[src/hw/rtl/hexl_pkg.sv]
package hexl_pkg;

  // result kinds as seen on the output channel
  typedef enum logic [2:0] {
    K_WRITE   = 3'd0,
    K_EMPTY   = 3'd1,
    K_IGNORED = 3'd2,
    K_EOF     = 3'd3,
    K_CSUM    = 3'd4,
    K_LEN     = 3'd5
  } kind_t;

  // parser line state
  typedef enum logic [1:0] {
    LM_START  = 2'd0,
    LM_RECORD = 2'd1,
    LM_SKIP   = 2'd2,
    LM_HALT   = 2'd3
  } line_mode_t;

  // emitter state
  typedef enum logic {
    BS_IDLE = 1'b0,
    BS_OUT  = 1'b1
  } back_state_t;

  // record data length and buffer index cover the largest supported record
  localparam int LEN_W = 6;
  localparam int IDX_W = 6;

  localparam logic [7:0] CH_CR    = 8'h0D;
  localparam logic [7:0] CH_LF    = 8'h0A;
  localparam logic [7:0] CH_COLON = 8'h3A;
  localparam logic [7:0] CH_NINE  = 8'h39;

  localparam logic [7:0] REC_DATA = 8'h00;
  localparam logic [7:0] REC_EOF  = 8'h01;

  // header bytes before data, plus checksum byte
  localparam int HDR_BYTES = 4;
  localparam int REC_OVERHEAD = 5;

  // one closed record line, handed from parser to emitter
  typedef struct packed {
    kind_t              kind;
    logic [LEN_W-1:0]   len;
    logic [15:0]        addr;
    logic               bank;
  } cmd_t;

  // data byte write into the record buffer
  typedef struct packed {
    logic               en;
    logic               bank;
    logic [IDX_W-1:0]   idx;
    logic [7:0]         data;
  } buf_wr_t;

endpackage

[src/hw/rtl/hexl_if.sv]
// character stream into the loader
interface hexl_in_if;
  logic       valid;
  logic       ready;
  logic [7:0] character;
  logic       end_of_input;

  modport source (output valid, output character, output end_of_input, input ready);
  modport sink   (input valid, input character, input end_of_input, output ready);
endinterface

// results out of the loader
interface hexl_out_if;
  logic        valid;
  logic        ready;
  logic [2:0]  kind;
  logic [15:0] write_address;
  logic [7:0]  write_data;
  logic        last;

  modport source (output valid, output kind, output write_address, output write_data,
                  output last, input ready);
  modport sink   (input valid, input kind, input write_address, input write_data,
                  input last, output ready);
endinterface

[src/hw/rtl/hexl_front.sv]
module hexl_front #(
  parameter int MAX_DATA_BYTES = 32
) (
  input  logic              clk,
  input  logic              rst_n,
  hexl_in_if.sink           in_chan,
  input  logic              queue_full,
  output logic              push_valid,
  output hexl_pkg::cmd_t    push_cmd,
  output hexl_pkg::buf_wr_t buf_wr
);

  localparam int BUF_LEN = MAX_DATA_BYTES + hexl_pkg::REC_OVERHEAD;
  localparam int BCW     = $clog2(BUF_LEN + 1);

  hexl_pkg::line_mode_t mode_r, mode_nxt;
  logic           phase_r, phase_nxt;
  logic [3:0]     hi_r, hi_nxt;
  logic [BCW-1:0] count_r, count_nxt;
  logic           ovf_r, ovf_nxt;
  logic [7:0]     sum_r, sum_nxt;
  logic [7:0]     len_r, len_nxt;
  logic [7:0]     addr_hi_r, addr_hi_nxt;
  logic [7:0]     addr_lo_r, addr_lo_nxt;
  logic [7:0]     type_r, type_nxt;
  logic           bank_r, bank_nxt;

  logic           accept;
  logic           is_cr;
  logic           is_lf;
  logic           eoi;
  logic [3:0]     nib;
  logic [7:0]     new_byte;
  hexl_pkg::kind_t outcome;
  logic           halting;

  // input decode
  assign in_chan.ready = !queue_full;
  assign accept   = in_chan.valid && in_chan.ready;
  assign eoi      = in_chan.end_of_input;
  assign is_cr    = (in_chan.character == hexl_pkg::CH_CR);
  assign is_lf    = (in_chan.character == hexl_pkg::CH_LF);
  assign nib      = (in_chan.character > hexl_pkg::CH_NINE) ?
                    (in_chan.character[3:0] - 4'd7) : in_chan.character[3:0];
  assign new_byte = {hi_r, nib};

  // line outcome: checksum first, then length, then record type
  always_comb begin
    if (sum_r != 8'd0) begin
      outcome = hexl_pkg::K_CSUM;
    end else if (ovf_r || (count_r < BCW'(hexl_pkg::REC_OVERHEAD)) ||
                 (({1'b0, len_r} + 9'(hexl_pkg::REC_OVERHEAD)) != 9'(count_r))) begin
      outcome = hexl_pkg::K_LEN;
    end else if (type_r == hexl_pkg::REC_DATA) begin
      outcome = (len_r == 8'd0) ? hexl_pkg::K_EMPTY : hexl_pkg::K_WRITE;
    end else if (type_r == hexl_pkg::REC_EOF) begin
      outcome = hexl_pkg::K_EOF;
    end else begin
      outcome = hexl_pkg::K_IGNORED;
    end
  end

  assign halting = (outcome == hexl_pkg::K_CSUM) || (outcome == hexl_pkg::K_LEN) ||
                   (outcome == hexl_pkg::K_EOF);

  // line mode next state
  always_comb begin
    mode_nxt = mode_r;
    unique case (mode_r) inside
      hexl_pkg::LM_HALT: begin
        mode_nxt = hexl_pkg::LM_HALT;
      end
      hexl_pkg::LM_START, hexl_pkg::LM_RECORD, hexl_pkg::LM_SKIP: begin
        if (accept) begin
          if (eoi) begin
            mode_nxt = hexl_pkg::LM_HALT;
          end else if (is_cr) begin
            mode_nxt = mode_r;
          end else if (is_lf) begin
            mode_nxt = (mode_r == hexl_pkg::LM_RECORD && halting) ?
                       hexl_pkg::LM_HALT : hexl_pkg::LM_START;
          end else if (mode_r == hexl_pkg::LM_START) begin
            mode_nxt = (in_chan.character == hexl_pkg::CH_COLON) ?
                       hexl_pkg::LM_RECORD : hexl_pkg::LM_SKIP;
          end
        end
      end
      default: mode_nxt = mode_r;
    endcase
  end

  // line datapath, command push and buffer writes
  always_comb begin
    phase_nxt   = phase_r;
    hi_nxt      = hi_r;
    count_nxt   = count_r;
    ovf_nxt     = ovf_r;
    sum_nxt     = sum_r;
    len_nxt     = len_r;
    addr_hi_nxt = addr_hi_r;
    addr_lo_nxt = addr_lo_r;
    type_nxt    = type_r;
    push_valid  = 1'b0;
    buf_wr.en   = 1'b0;
    buf_wr.bank = bank_r;
    buf_wr.idx  = hexl_pkg::IDX_W'(count_r - BCW'(hexl_pkg::HDR_BYTES));
    buf_wr.data = new_byte;
    if (accept && mode_r != hexl_pkg::LM_HALT) begin
      if (eoi || (is_lf && !is_cr)) begin
        // close the line
        push_valid = (mode_r == hexl_pkg::LM_RECORD);
        phase_nxt  = 1'b0;
        hi_nxt     = 4'd0;
        count_nxt  = '0;
        ovf_nxt    = 1'b0;
        sum_nxt    = 8'd0;
      end else if (is_cr) begin
        phase_nxt = phase_r;
      end else if (mode_r == hexl_pkg::LM_START) begin
        phase_nxt = 1'b0;
        hi_nxt    = 4'd0;
        count_nxt = '0;
        ovf_nxt   = 1'b0;
        sum_nxt   = 8'd0;
      end else if (mode_r == hexl_pkg::LM_RECORD) begin
        if (!phase_r) begin
          hi_nxt    = nib;
          phase_nxt = 1'b1;
        end else begin
          phase_nxt = 1'b0;
          sum_nxt   = sum_r + new_byte;
          if (count_r < BCW'(BUF_LEN)) begin
            count_nxt = count_r + BCW'(1);
            case (count_r)
              BCW'(0): len_nxt     = new_byte;
              BCW'(1): addr_hi_nxt = new_byte;
              BCW'(2): addr_lo_nxt = new_byte;
              BCW'(3): type_nxt    = new_byte;
              default: buf_wr.en   = 1'b1;
            endcase
          end else begin
            ovf_nxt = 1'b1;
          end
        end
      end
    end
  end

  assign bank_nxt = push_valid ? !bank_r : bank_r;

  assign push_cmd.kind = outcome;
  assign push_cmd.len  = hexl_pkg::LEN_W'(len_r);
  assign push_cmd.addr = {addr_hi_r, addr_lo_r};
  assign push_cmd.bank = bank_r;

  // control registers
  always_ff @(posedge clk) begin
    if (!rst_n) begin
      mode_r  <= hexl_pkg::LM_START;
      phase_r <= 1'b0;
      hi_r    <= 4'd0;
      count_r <= '0;
      ovf_r   <= 1'b0;
      sum_r   <= 8'd0;
      bank_r  <= 1'b0;
    end else begin
      mode_r  <= mode_nxt;
      phase_r <= phase_nxt;
      hi_r    <= hi_nxt;
      count_r <= count_nxt;
      ovf_r   <= ovf_nxt;
      sum_r   <= sum_nxt;
      bank_r  <= bank_nxt;
    end
  end

  // record header bytes
  always_ff @(posedge clk) begin
    len_r     <= len_nxt;
    addr_hi_r <= addr_hi_nxt;
    addr_lo_r <= addr_lo_nxt;
    type_r    <= type_nxt;
  end

endmodule

[src/hw/rtl/hexl_cmd_queue.sv]
module hexl_cmd_queue (
  input  logic           clk,
  input  logic           rst_n,
  input  logic           push_valid,
  input  hexl_pkg::cmd_t push_cmd,
  output logic           full,
  output logic           head_valid,
  output hexl_pkg::cmd_t head_cmd,
  input  logic           pop
);

  // two entries, one per buffer bank
  hexl_pkg::cmd_t entry_r [2];
  logic           wr_ptr_r, wr_ptr_nxt;
  logic           rd_ptr_r, rd_ptr_nxt;
  logic [1:0]     count_r, count_nxt;
  logic           do_push;
  logic           do_pop;

  assign full       = (count_r == 2'd2);
  assign head_valid = (count_r != 2'd0);
  assign head_cmd   = entry_r[rd_ptr_r];
  assign do_push    = push_valid && !full;
  assign do_pop     = pop && head_valid;

  // pointer and occupancy update
  always_comb begin
    wr_ptr_nxt = do_push ? !wr_ptr_r : wr_ptr_r;
    rd_ptr_nxt = do_pop ? !rd_ptr_r : rd_ptr_r;
    count_nxt  = count_r + 2'(do_push) - 2'(do_pop);
  end

  always_ff @(posedge clk) begin
    if (!rst_n) begin
      wr_ptr_r <= 1'b0;
      rd_ptr_r <= 1'b0;
      count_r  <= 2'd0;
    end else begin
      wr_ptr_r <= wr_ptr_nxt;
      rd_ptr_r <= rd_ptr_nxt;
      count_r  <= count_nxt;
    end
  end

  // entry storage
  always_ff @(posedge clk) begin
    if (do_push) begin
      entry_r[wr_ptr_r] <= push_cmd;
    end
  end

endmodule

[src/hw/rtl/hexl_back.sv]
module hexl_back #(
  parameter int MAX_DATA_BYTES = 32,
  parameter int ADDR_BITS      = 16
) (
  input  logic              clk,
  input  logic              rst_n,
  input  logic              cfg_wr_en,
  input  logic [15:0]       cfg_wr_data,
  input  hexl_pkg::buf_wr_t buf_wr,
  input  logic              head_valid,
  input  hexl_pkg::cmd_t    head_cmd,
  output logic              pop,
  hexl_out_if.source        out_chan
);

  localparam int DEPTH = MAX_DATA_BYTES + 1;
  localparam int DW    = $clog2(DEPTH);
  localparam logic [15:0] AMASK = (ADDR_BITS >= 16) ? 16'hFFFF :
                                  16'((1 << ADDR_BITS) - 1);

  hexl_pkg::back_state_t state_r, state_nxt;
  logic [hexl_pkg::IDX_W-1:0] idx_r, idx_nxt;
  logic [hexl_pkg::IDX_W-1:0] rd_idx;
  logic [7:0]  rd_data_r;
  logic [15:0] base_r;
  logic [7:0]  mem_r [2][DEPTH];
  logic        is_write;
  logic        final_res;
  logic        xfer;
  logic [15:0] addr_sum;

  assign is_write  = (head_cmd.kind == hexl_pkg::K_WRITE);
  assign final_res = !is_write ||
                     ((idx_r + hexl_pkg::IDX_W'(1)) == hexl_pkg::IDX_W'(head_cmd.len));
  assign xfer      = (state_r == hexl_pkg::BS_OUT) && out_chan.ready;

  // emitter next state
  always_comb begin
    state_nxt = state_r;
    unique case (state_r)
      hexl_pkg::BS_IDLE: begin
        if (head_valid) begin
          state_nxt = hexl_pkg::BS_OUT;
        end
      end
      hexl_pkg::BS_OUT: begin
        if (xfer && final_res) begin
          state_nxt = hexl_pkg::BS_IDLE;
        end
      end
      default: state_nxt = hexl_pkg::BS_IDLE;
    endcase
  end

  // emitter outputs, byte index and buffer read address
  always_comb begin
    pop      = 1'b0;
    idx_nxt  = idx_r;
    rd_idx   = idx_r;
    out_chan.valid = 1'b0;
    unique case (state_r)
      hexl_pkg::BS_IDLE: begin
        idx_nxt = '0;
        rd_idx  = '0;
      end
      hexl_pkg::BS_OUT: begin
        out_chan.valid = 1'b1;
        if (xfer) begin
          if (final_res) begin
            pop = 1'b1;
          end else begin
            idx_nxt = idx_r + hexl_pkg::IDX_W'(1);
            rd_idx  = idx_r + hexl_pkg::IDX_W'(1);
          end
        end
      end
      default: begin
        idx_nxt = '0;
      end
    endcase
  end

  // result fields
  assign addr_sum               = base_r + head_cmd.addr + 16'(idx_r);
  assign out_chan.kind          = head_cmd.kind;
  assign out_chan.write_address = is_write ? (addr_sum & AMASK) : 16'd0;
  assign out_chan.write_data    = is_write ? rd_data_r : 8'd0;
  assign out_chan.last          = final_res;

  always_ff @(posedge clk) begin
    if (!rst_n) begin
      state_r <= hexl_pkg::BS_IDLE;
      idx_r   <= '0;
      base_r  <= 16'd0;
    end else begin
      state_r <= state_nxt;
      idx_r   <= idx_nxt;
      if (cfg_wr_en) begin
        base_r <= cfg_wr_data;
      end
    end
  end

  // two-bank record buffer, parser writes one bank while the other drains
  always_ff @(posedge clk) begin
    if (buf_wr.en) begin
      mem_r[buf_wr.bank][buf_wr.idx[DW-1:0]] <= buf_wr.data;
    end
    rd_data_r <= mem_r[head_cmd.bank][rd_idx[DW-1:0]];
  end

endmodule

[src/hw/rtl/intel_hex_record_loader.sv]
// channel    | direction | transfer carries
// in_chan    | in        | character, end_of_input
// out_chan   | out       | kind, write_address, write_data, last
// cfg_wr_*   | in        | base_offset, written whenever cfg_wr_en is high
//
// The parser takes one character per cycle while in_chan.ready is high.
// Each closed record goes through a two-entry queue to the emitter, which picks it up
// when idle, then gives one result per cycle from the read port while ready is high.
// in_chan.ready drops only while both buffer banks hold records not yet emitted.
// Synchronous active-low reset; the record buffer needs no clearing.
module intel_hex_record_loader #(
  parameter int MAX_DATA_BYTES = 32,
  parameter int ADDR_BITS      = 16
) (
  input  logic        clk,
  input  logic        rst_n,
  hexl_in_if.sink     in_chan,
  hexl_out_if.source  out_chan,
  input  logic        cfg_wr_en,
  input  logic [15:0] cfg_wr_data
);

  logic              push_valid;
  hexl_pkg::cmd_t    push_cmd;
  logic              queue_full;
  logic              head_valid;
  hexl_pkg::cmd_t    head_cmd;
  logic              pop;
  hexl_pkg::buf_wr_t buf_wr;

  // character parser
  hexl_front #(
    .MAX_DATA_BYTES(MAX_DATA_BYTES)
  ) u_front (
    .clk       (clk),
    .rst_n     (rst_n),
    .in_chan   (in_chan),
    .queue_full(queue_full),
    .push_valid(push_valid),
    .push_cmd  (push_cmd),
    .buf_wr    (buf_wr)
  );

  // closed records awaiting emission
  hexl_cmd_queue u_queue (
    .clk       (clk),
    .rst_n     (rst_n),
    .push_valid(push_valid),
    .push_cmd  (push_cmd),
    .full      (queue_full),
    .head_valid(head_valid),
    .head_cmd  (head_cmd),
    .pop       (pop)
  );

  // result emitter
  hexl_back #(
    .MAX_DATA_BYTES(MAX_DATA_BYTES),
    .ADDR_BITS     (ADDR_BITS)
  ) u_back (
    .clk        (clk),
    .rst_n      (rst_n),
    .cfg_wr_en  (cfg_wr_en),
    .cfg_wr_data(cfg_wr_data),
    .buf_wr     (buf_wr),
    .head_valid (head_valid),
    .head_cmd   (head_cmd),
    .pop        (pop),
    .out_chan   (out_chan)
  );

endmodule

[src/flat_wrapper.sv]
// flat-port wrapper written by rule: the top's interface ports become plain ports
module intel_hex_record_loader_flat 
#(
  parameter int MAX_DATA_BYTES = 32,
  parameter int ADDR_BITS      = 16
)
  (clk, rst_n, cfg_wr_en, cfg_wr_data, in_chan_valid, in_chan_character, in_chan_end_of_input, in_chan_ready, out_chan_valid, out_chan_kind, out_chan_write_address, out_chan_write_data, out_chan_last, out_chan_ready);
  hexl_in_if in_chan_i ();
  hexl_out_if out_chan_i ();
  input  logic clk;
  input  logic rst_n;
  input  logic cfg_wr_en;
  input  logic [15:0] cfg_wr_data;
  input wire logic [$bits(in_chan_i.valid)-1:0] in_chan_valid;
  input wire logic [$bits(in_chan_i.character)-1:0] in_chan_character;
  input wire logic [$bits(in_chan_i.end_of_input)-1:0] in_chan_end_of_input;
  output wire logic [$bits(in_chan_i.ready)-1:0] in_chan_ready;
  output wire logic [$bits(out_chan_i.valid)-1:0] out_chan_valid;
  output wire logic [$bits(out_chan_i.kind)-1:0] out_chan_kind;
  output wire logic [$bits(out_chan_i.write_address)-1:0] out_chan_write_address;
  output wire logic [$bits(out_chan_i.write_data)-1:0] out_chan_write_data;
  output wire logic [$bits(out_chan_i.last)-1:0] out_chan_last;
  input wire logic [$bits(out_chan_i.ready)-1:0] out_chan_ready;
  assign in_chan_i.valid = in_chan_valid;
  assign in_chan_i.character = in_chan_character;
  assign in_chan_i.end_of_input = in_chan_end_of_input;
  assign in_chan_ready = in_chan_i.ready;
  assign out_chan_valid = out_chan_i.valid;
  assign out_chan_kind = out_chan_i.kind;
  assign out_chan_write_address = out_chan_i.write_address;
  assign out_chan_write_data = out_chan_i.write_data;
  assign out_chan_last = out_chan_i.last;
  assign out_chan_i.ready = out_chan_ready;
  intel_hex_record_loader #(.MAX_DATA_BYTES(MAX_DATA_BYTES), .ADDR_BITS(ADDR_BITS)) u_core (.clk(clk), .rst_n(rst_n), .in_chan(in_chan_i), .out_chan(out_chan_i), .cfg_wr_en(cfg_wr_en), .cfg_wr_data(cfg_wr_data));
endmodule
[config.mk]
export PLATFORM = sky130hd
export DESIGN_NAME = intel_hex_record_loader_flat
export DESIGN_NICKNAME = d
export VERILOG_FILES = /design/src/hw/rtl/hexl_pkg.sv /design/src/hw/rtl/hexl_if.sv /design/src/hw/rtl/hexl_front.sv /design/src/hw/rtl/hexl_cmd_queue.sv /design/src/hw/rtl/hexl_back.sv /design/src/hw/rtl/intel_hex_record_loader.sv /design/src/flat_wrapper.sv
export SDC_FILE = /design/constraint.sdc
export NUM_CORES = 1
export LEC_CHECK = 0
export ABC_AREA = 1
export BUFFER_PORTS_ARGS = -buffer_cell sky130_fd_sc_hd__buf_2
export CAP_MARGIN = 15
export CORE_MARGIN = 1.5
export CORE_UTILIZATION = 50
export CTS_BUF_LIST = sky130_fd_sc_hd__clkbuf_16
export DETAILED_ROUTE_END_ITERATION = 8
export MAX_ROUTING_LAYER = met4
export PLACE_DENSITY = 0.76
export SETUP_SLACK_MARGIN = 0.4
export SYNTH_ARGS = -nofsm -noshare
export SYNTH_HDL_FRONTEND = slang
export SYNTH_SLANG_ARGS = --single-unit
[constraint.sdc]
create_clock -name clk -period 6.4 [get_ports clk]
set_clock_uncertainty 0.05 [all_clocks]
set_input_delay 0 -clock clk [delete_from_list [all_inputs] [get_ports clk]]
set_output_delay 0 -clock clk [all_outputs]
set_load 0.05 [all_outputs]
==> reports/metrics.cfg <==
[yosys]
synth_nets = 2603
most_instantiated_flip_flop_cell_in_the_synthesis_netlist = sky130_fd_sc_hd__edfxtp_1
synth_simple_gate_area_share_pct = 14.8
syn_area_per_cell_sq_um = 11.7
post_synth_mux_area_share_pct = 6.15
synth_largest_area_cell = sky130_fd_sc_hd__edfxtp_1
number_of_flip_flops_and_latches_in_the_synthesized_netlist = 671
synth_seq_area_share_pct = 66.6
synth_fa_ha_area_share_pct = 2.72
synth-async-reset-ratio_pct = 0
synth.lib_cells_used.distinct = 48
synth_top_cells_by_area = sky130_fd_sc_hd__edfxtp_1 (63%), sky130_fd_sc_hd__nand2_1 (5.4%), sky130_fd_sc_hd__nand3_1 (4.4%), sky130_fd_sc_hd__dfxtp_1 (4.0%), sky130_fd_sc_hd__mux2i_1 (3.9%)
synth_compound_gate_area_share_pct = 5.63
post_synth_xor_area_fraction_pct = 0.537
synth_enable_flop_cells = 612
synth_common_cells = sky130_fd_sc_hd__edfxtp_1 (612), sky130_fd_sc_hd__nand2_1 (424), sky130_fd_sc_hd__nor2_1 (281)
post-synth-top-count-cell = sky130_fd_sc_hd__edfxtp_1
synthesized_instance_count = 2514
synth.cell_area_sq_um = 29400
yosysWarnings = 0
synthDominantCellAreaShare_pct = 62.6
synth_top_family_by_area = simple AND/OR/NAND/NOR gates

[floorplanning]
start_util_pct = 50.7
coreArea_sq_um = 57900
chipWidth_um = 245
rows = 88
boundaryPins = 60
fp.dieArea_sq_um = 60200
fp.dieH_um = 245

[cells_and_area]
diodes = 0
instances_no_fill = 3406
area_growth_pct = 11.9
multi_input_area_sq_um = 8810
layout.nets = 2678
final_cell_area_sq_um = 32900
fill_cells = 4536
post_route_cells_drive_above_1_share_pct = 10.6
layout.area.seq_sq_um = 19600

[global_route]
overall_routing_resource_usage_pct = 24.7
pin_count_of_the_biggest_net_entering_global_routing = 165
grt-ovfl-total = 0
number_of_antenna_violations_at_the_first_check_in_global_routing = 1
grt_pass1_vias = 19700
wire_length_of_the_first_global_routing_pass_um = 111000

[route]
dr_total_vias = 20000
ant_nets = 0
drt_pass1_iterations = 7
route.final.wire_length_um = 72100
drtIter0Drc = 2439
drc = 0
detail_route.wl_per_cell_um = 21.2
drt-vias-per-instance = 5.86

[clocking]
cts_root_buffer = sky130_fd_sc_hd__clkbuf_16
cts.sinks = 671
cts_setup_buffers = 0
clockBufferDepth = 3
cts.reportedPaths.clkPinSlew_ps = 60
worst_skew_pair.late_latency_ps = 650
cts-buffers-inserted = 61
tritoncts = yes
h-tree-depth = 2

[placement]
post-place-cells = 3248
placement.cell_area_sq_um = 30400
gp_congestion = 0.915
dpl.hpwl_um = 42900
io_buffer_count = 59

[timing]
slew-limit-headroom_pct = 19.8
maxSlewViolCount = 0
total_negative_slack_for_setup_checks_ps = 0
whs_ps = 124
final_hold_viol_count = 0
period_share_pct = 71.5
grt_setup_unrepaired = no
finish_stage_setup_viols = 0
worst_pin_slew_ps = 1200
period_needed_ps = 4580
fmax_mhz = 218

[power_and_ir_drop]
power_leakage_nw = 12.9
powerDensity_nw_per_um2 = 271
totalPowerFinal_mw = 8.92
ir_drop_mv = 0.209

[worst_setup_path]
required_ps = 6350
worstSetupEndpointType = output port
worstPathMaxFanout = 31
worstSetupStartpointType = flip-flop
worstPathArrival_ps = 4530
setup.worst_path.class = flip-flop to output port

[flow_run]
max_cap_viol_count = 0

[worst_hold_path]
min_path_type = input port to flip-flop

[status]
result_of_the_run = finished clean

state kept, by name (all words and copies together), names as in the netlist, 4 cells and up, named ones only:
register	count
u_core.u_back.idx_r	6
u_core.u_queue.entry_r	52
u_core.u_front.addr_hi_r	8
u_core.u_back.base_r	16
u_core.u_front.count_r	6
u_core.u_back.mem_r	528
u_core.u_front.sum_r	8
u_core.u_front.addr_lo_r	8
u_core.u_front.hi_r	4
u_core.u_front.type_r	8
u_core.u_back.rd_data_r	8
u_core.u_front.len_r	8
final cells by class:
type | count | share of cell area [%]
multi-input cells | 1591 | 26.8
flip-flops and latches | 671 | 59.5
well taps | 765 | 2.91
inverters | 129 | 1.47
clock buffers | 61 | 4.65
clock inverters | 54 | 1.60
repair buffers | 135 | 3.02
cell families (layout without fill, tap and decap cells):
family | Yosys count | in the layout
AOI/OAI and AO/OA | 315 | 315
xor gates and xnor gates | 18 | 18
adders and majority gates | 59 | 59
buffers and inverters | 252 | 379
DFF | 671 | 671
muxes | 173 | 173
and+or+nand+nor | 1026 | 1026
worst max-delay path: stages, from the launching register on:
cell and delay (ps):
sky130_fd_sc_hd__dfxtp_1 310, sky130_fd_sc_hd__buf_4 300, sky130_fd_sc_hd__inv_2 270, sky130_fd_sc_hd__nand2_1 130
sky130_fd_sc_hd__nand2_1 80, sky130_fd_sc_hd__fa_1 490, sky130_fd_sc_hd__ha_1 250, sky130_fd_sc_hd__fa_1 420
sky130_fd_sc_hd__nand3_1 110, sky130_fd_sc_hd__nand2_1 80, sky130_fd_sc_hd__nand2_1 70, sky130_fd_sc_hd__nand2_1 50
sky130_fd_sc_hd__a21oi_1 160, sky130_fd_sc_hd__nor2_1 80, sky130_fd_sc_hd__nor2_1 80, sky130_fd_sc_hd__o21bai_1 90
sky130_fd_sc_hd__nand2_1 70, sky130_fd_sc_hd__nand2_1 50, sky130_fd_sc_hd__a21oi_1 180, sky130_fd_sc_hd__o21ai_0 130
sky130_fd_sc_hd__a21oi_1 200, sky130_fd_sc_hd__buf_2 290
cells in the final DEF, fill, tap and decap left out, types with 4 or more instances in the layout:
master | synthesis | routed
sky130_fd_sc_hd__nor3_1 | 34 | 33
sky130_fd_sc_hd__buf_4 | 5 | 31
sky130_fd_sc_hd__xnor2_1 | 7 | 7
sky130_fd_sc_hd__o21bai_1 | 4 | 4
sky130_fd_sc_hd__nor2_1 | 281 | 279
sky130_fd_sc_hd__mux2_2 | 60 | 60
sky130_fd_sc_hd__nand4_1 | 6 | 6
sky130_fd_sc_hd__clkinv_1 | 3 | 16
sky130_fd_sc_hd__clkinv_2 | 0 | 12
sky130_fd_sc_hd__bufinv_16 | 0 | 9
sky130_fd_sc_hd__fa_1 | 8 | 8
sky130_fd_sc_hd__nand2_2 | 3 | 5
sky130_fd_sc_hd__edfxtp_1 | 612 | 612
sky130_fd_sc_hd__ha_1 | 51 | 51
sky130_fd_sc_hd__inv_2 | 5 | 8
sky130_fd_sc_hd__inv_1 | 121 | 127
sky130_fd_sc_hd__nor4_1 | 6 | 6
sky130_fd_sc_hd__o211ai_1 | 6 | 6
sky130_fd_sc_hd__o21ai_0 | 111 | 110
sky130_fd_sc_hd__nand2_1 | 424 | 420
sky130_fd_sc_hd__clkbuf_16 | 0 | 61
sky130_fd_sc_hd__mux2i_1 | 113 | 113
sky130_fd_sc_hd__xor2_1 | 11 | 10
sky130_fd_sc_hd__a21oi_1 | 136 | 136
sky130_fd_sc_hd__dfxtp_1 | 59 | 55
sky130_fd_sc_hd__o22ai_1 | 4 | 4
sky130_fd_sc_hd__buf_2 | 40 | 60
sky130_fd_sc_hd__clkinvlp_4 | 0 | 4
sky130_fd_sc_hd__o21ai_1 | 41 | 41
sky130_fd_sc_hd__nand3_1 | 260 | 260
sky130_fd_sc_hd__dlygate4sd3_1 | 0 | 41
sky130_fd_sc_hd__dfxtp_2 | 0 | 4
path summary, 6_finish.rpt:
check	startpoint	to	slack [ps]	cells past startpoint
setup / recovery	flip-flop	out_chan_write_address[13]	1820	21
hold / removal	in_chan_valid	u_core.u_front.phase_r$_SDFFE_PN0P_	120	7
setup reg to reg	flip-flop	u_core.u_back.rd_data_r[7]$_DFF_P_	1980	18
hold reg to reg	u_core.u_front.addr_lo_r[6]$_DFFE_PP_	u_core.u_queue.entry_r[0][7]$_DFFE_PP_	390	0
power breakdown:
group / total, mW / switching, mW / internal [mW]
Clock: 3.70 / 1.60 / 2.10
Sequential: 4.84 / 0.0168 / 4.82
Combinational: 0.381 / 0.265 / 0.116
Total: 8.92 / 1.88 / 7.04
what timing repair did:
item | 4_1_cts | 5_1_grt
hold buffers | 41 | 0
resized for setup | 0 | 0
endpoints found under the setup margin | 0 | 0
endpoints found under the hold margin | 37 | 0
metal layers:
metal | vias up | share of wire (%) | global-route usage (%)
met4 | 0 | 4.2 | 10.9
li1 | 9066 | - | -
met3 | 194 | 9.8 | 6.09
met1 | 9653 | 39 | 31.2
met5 | - | 0 | -
met2 | 1038 | 47 | 37.8
per-stage QoR:
step | utilization, % | worst slack, ps
final | 56.7 | 1820
after global routing | 56.7 | 1500
after CTS | 56.7 | 1810
after detailed placement | 52.5 | 2100
after global placement | 52.5 | 2240
after floorplan | - | 914
Power figures use the tool's default switching activity.
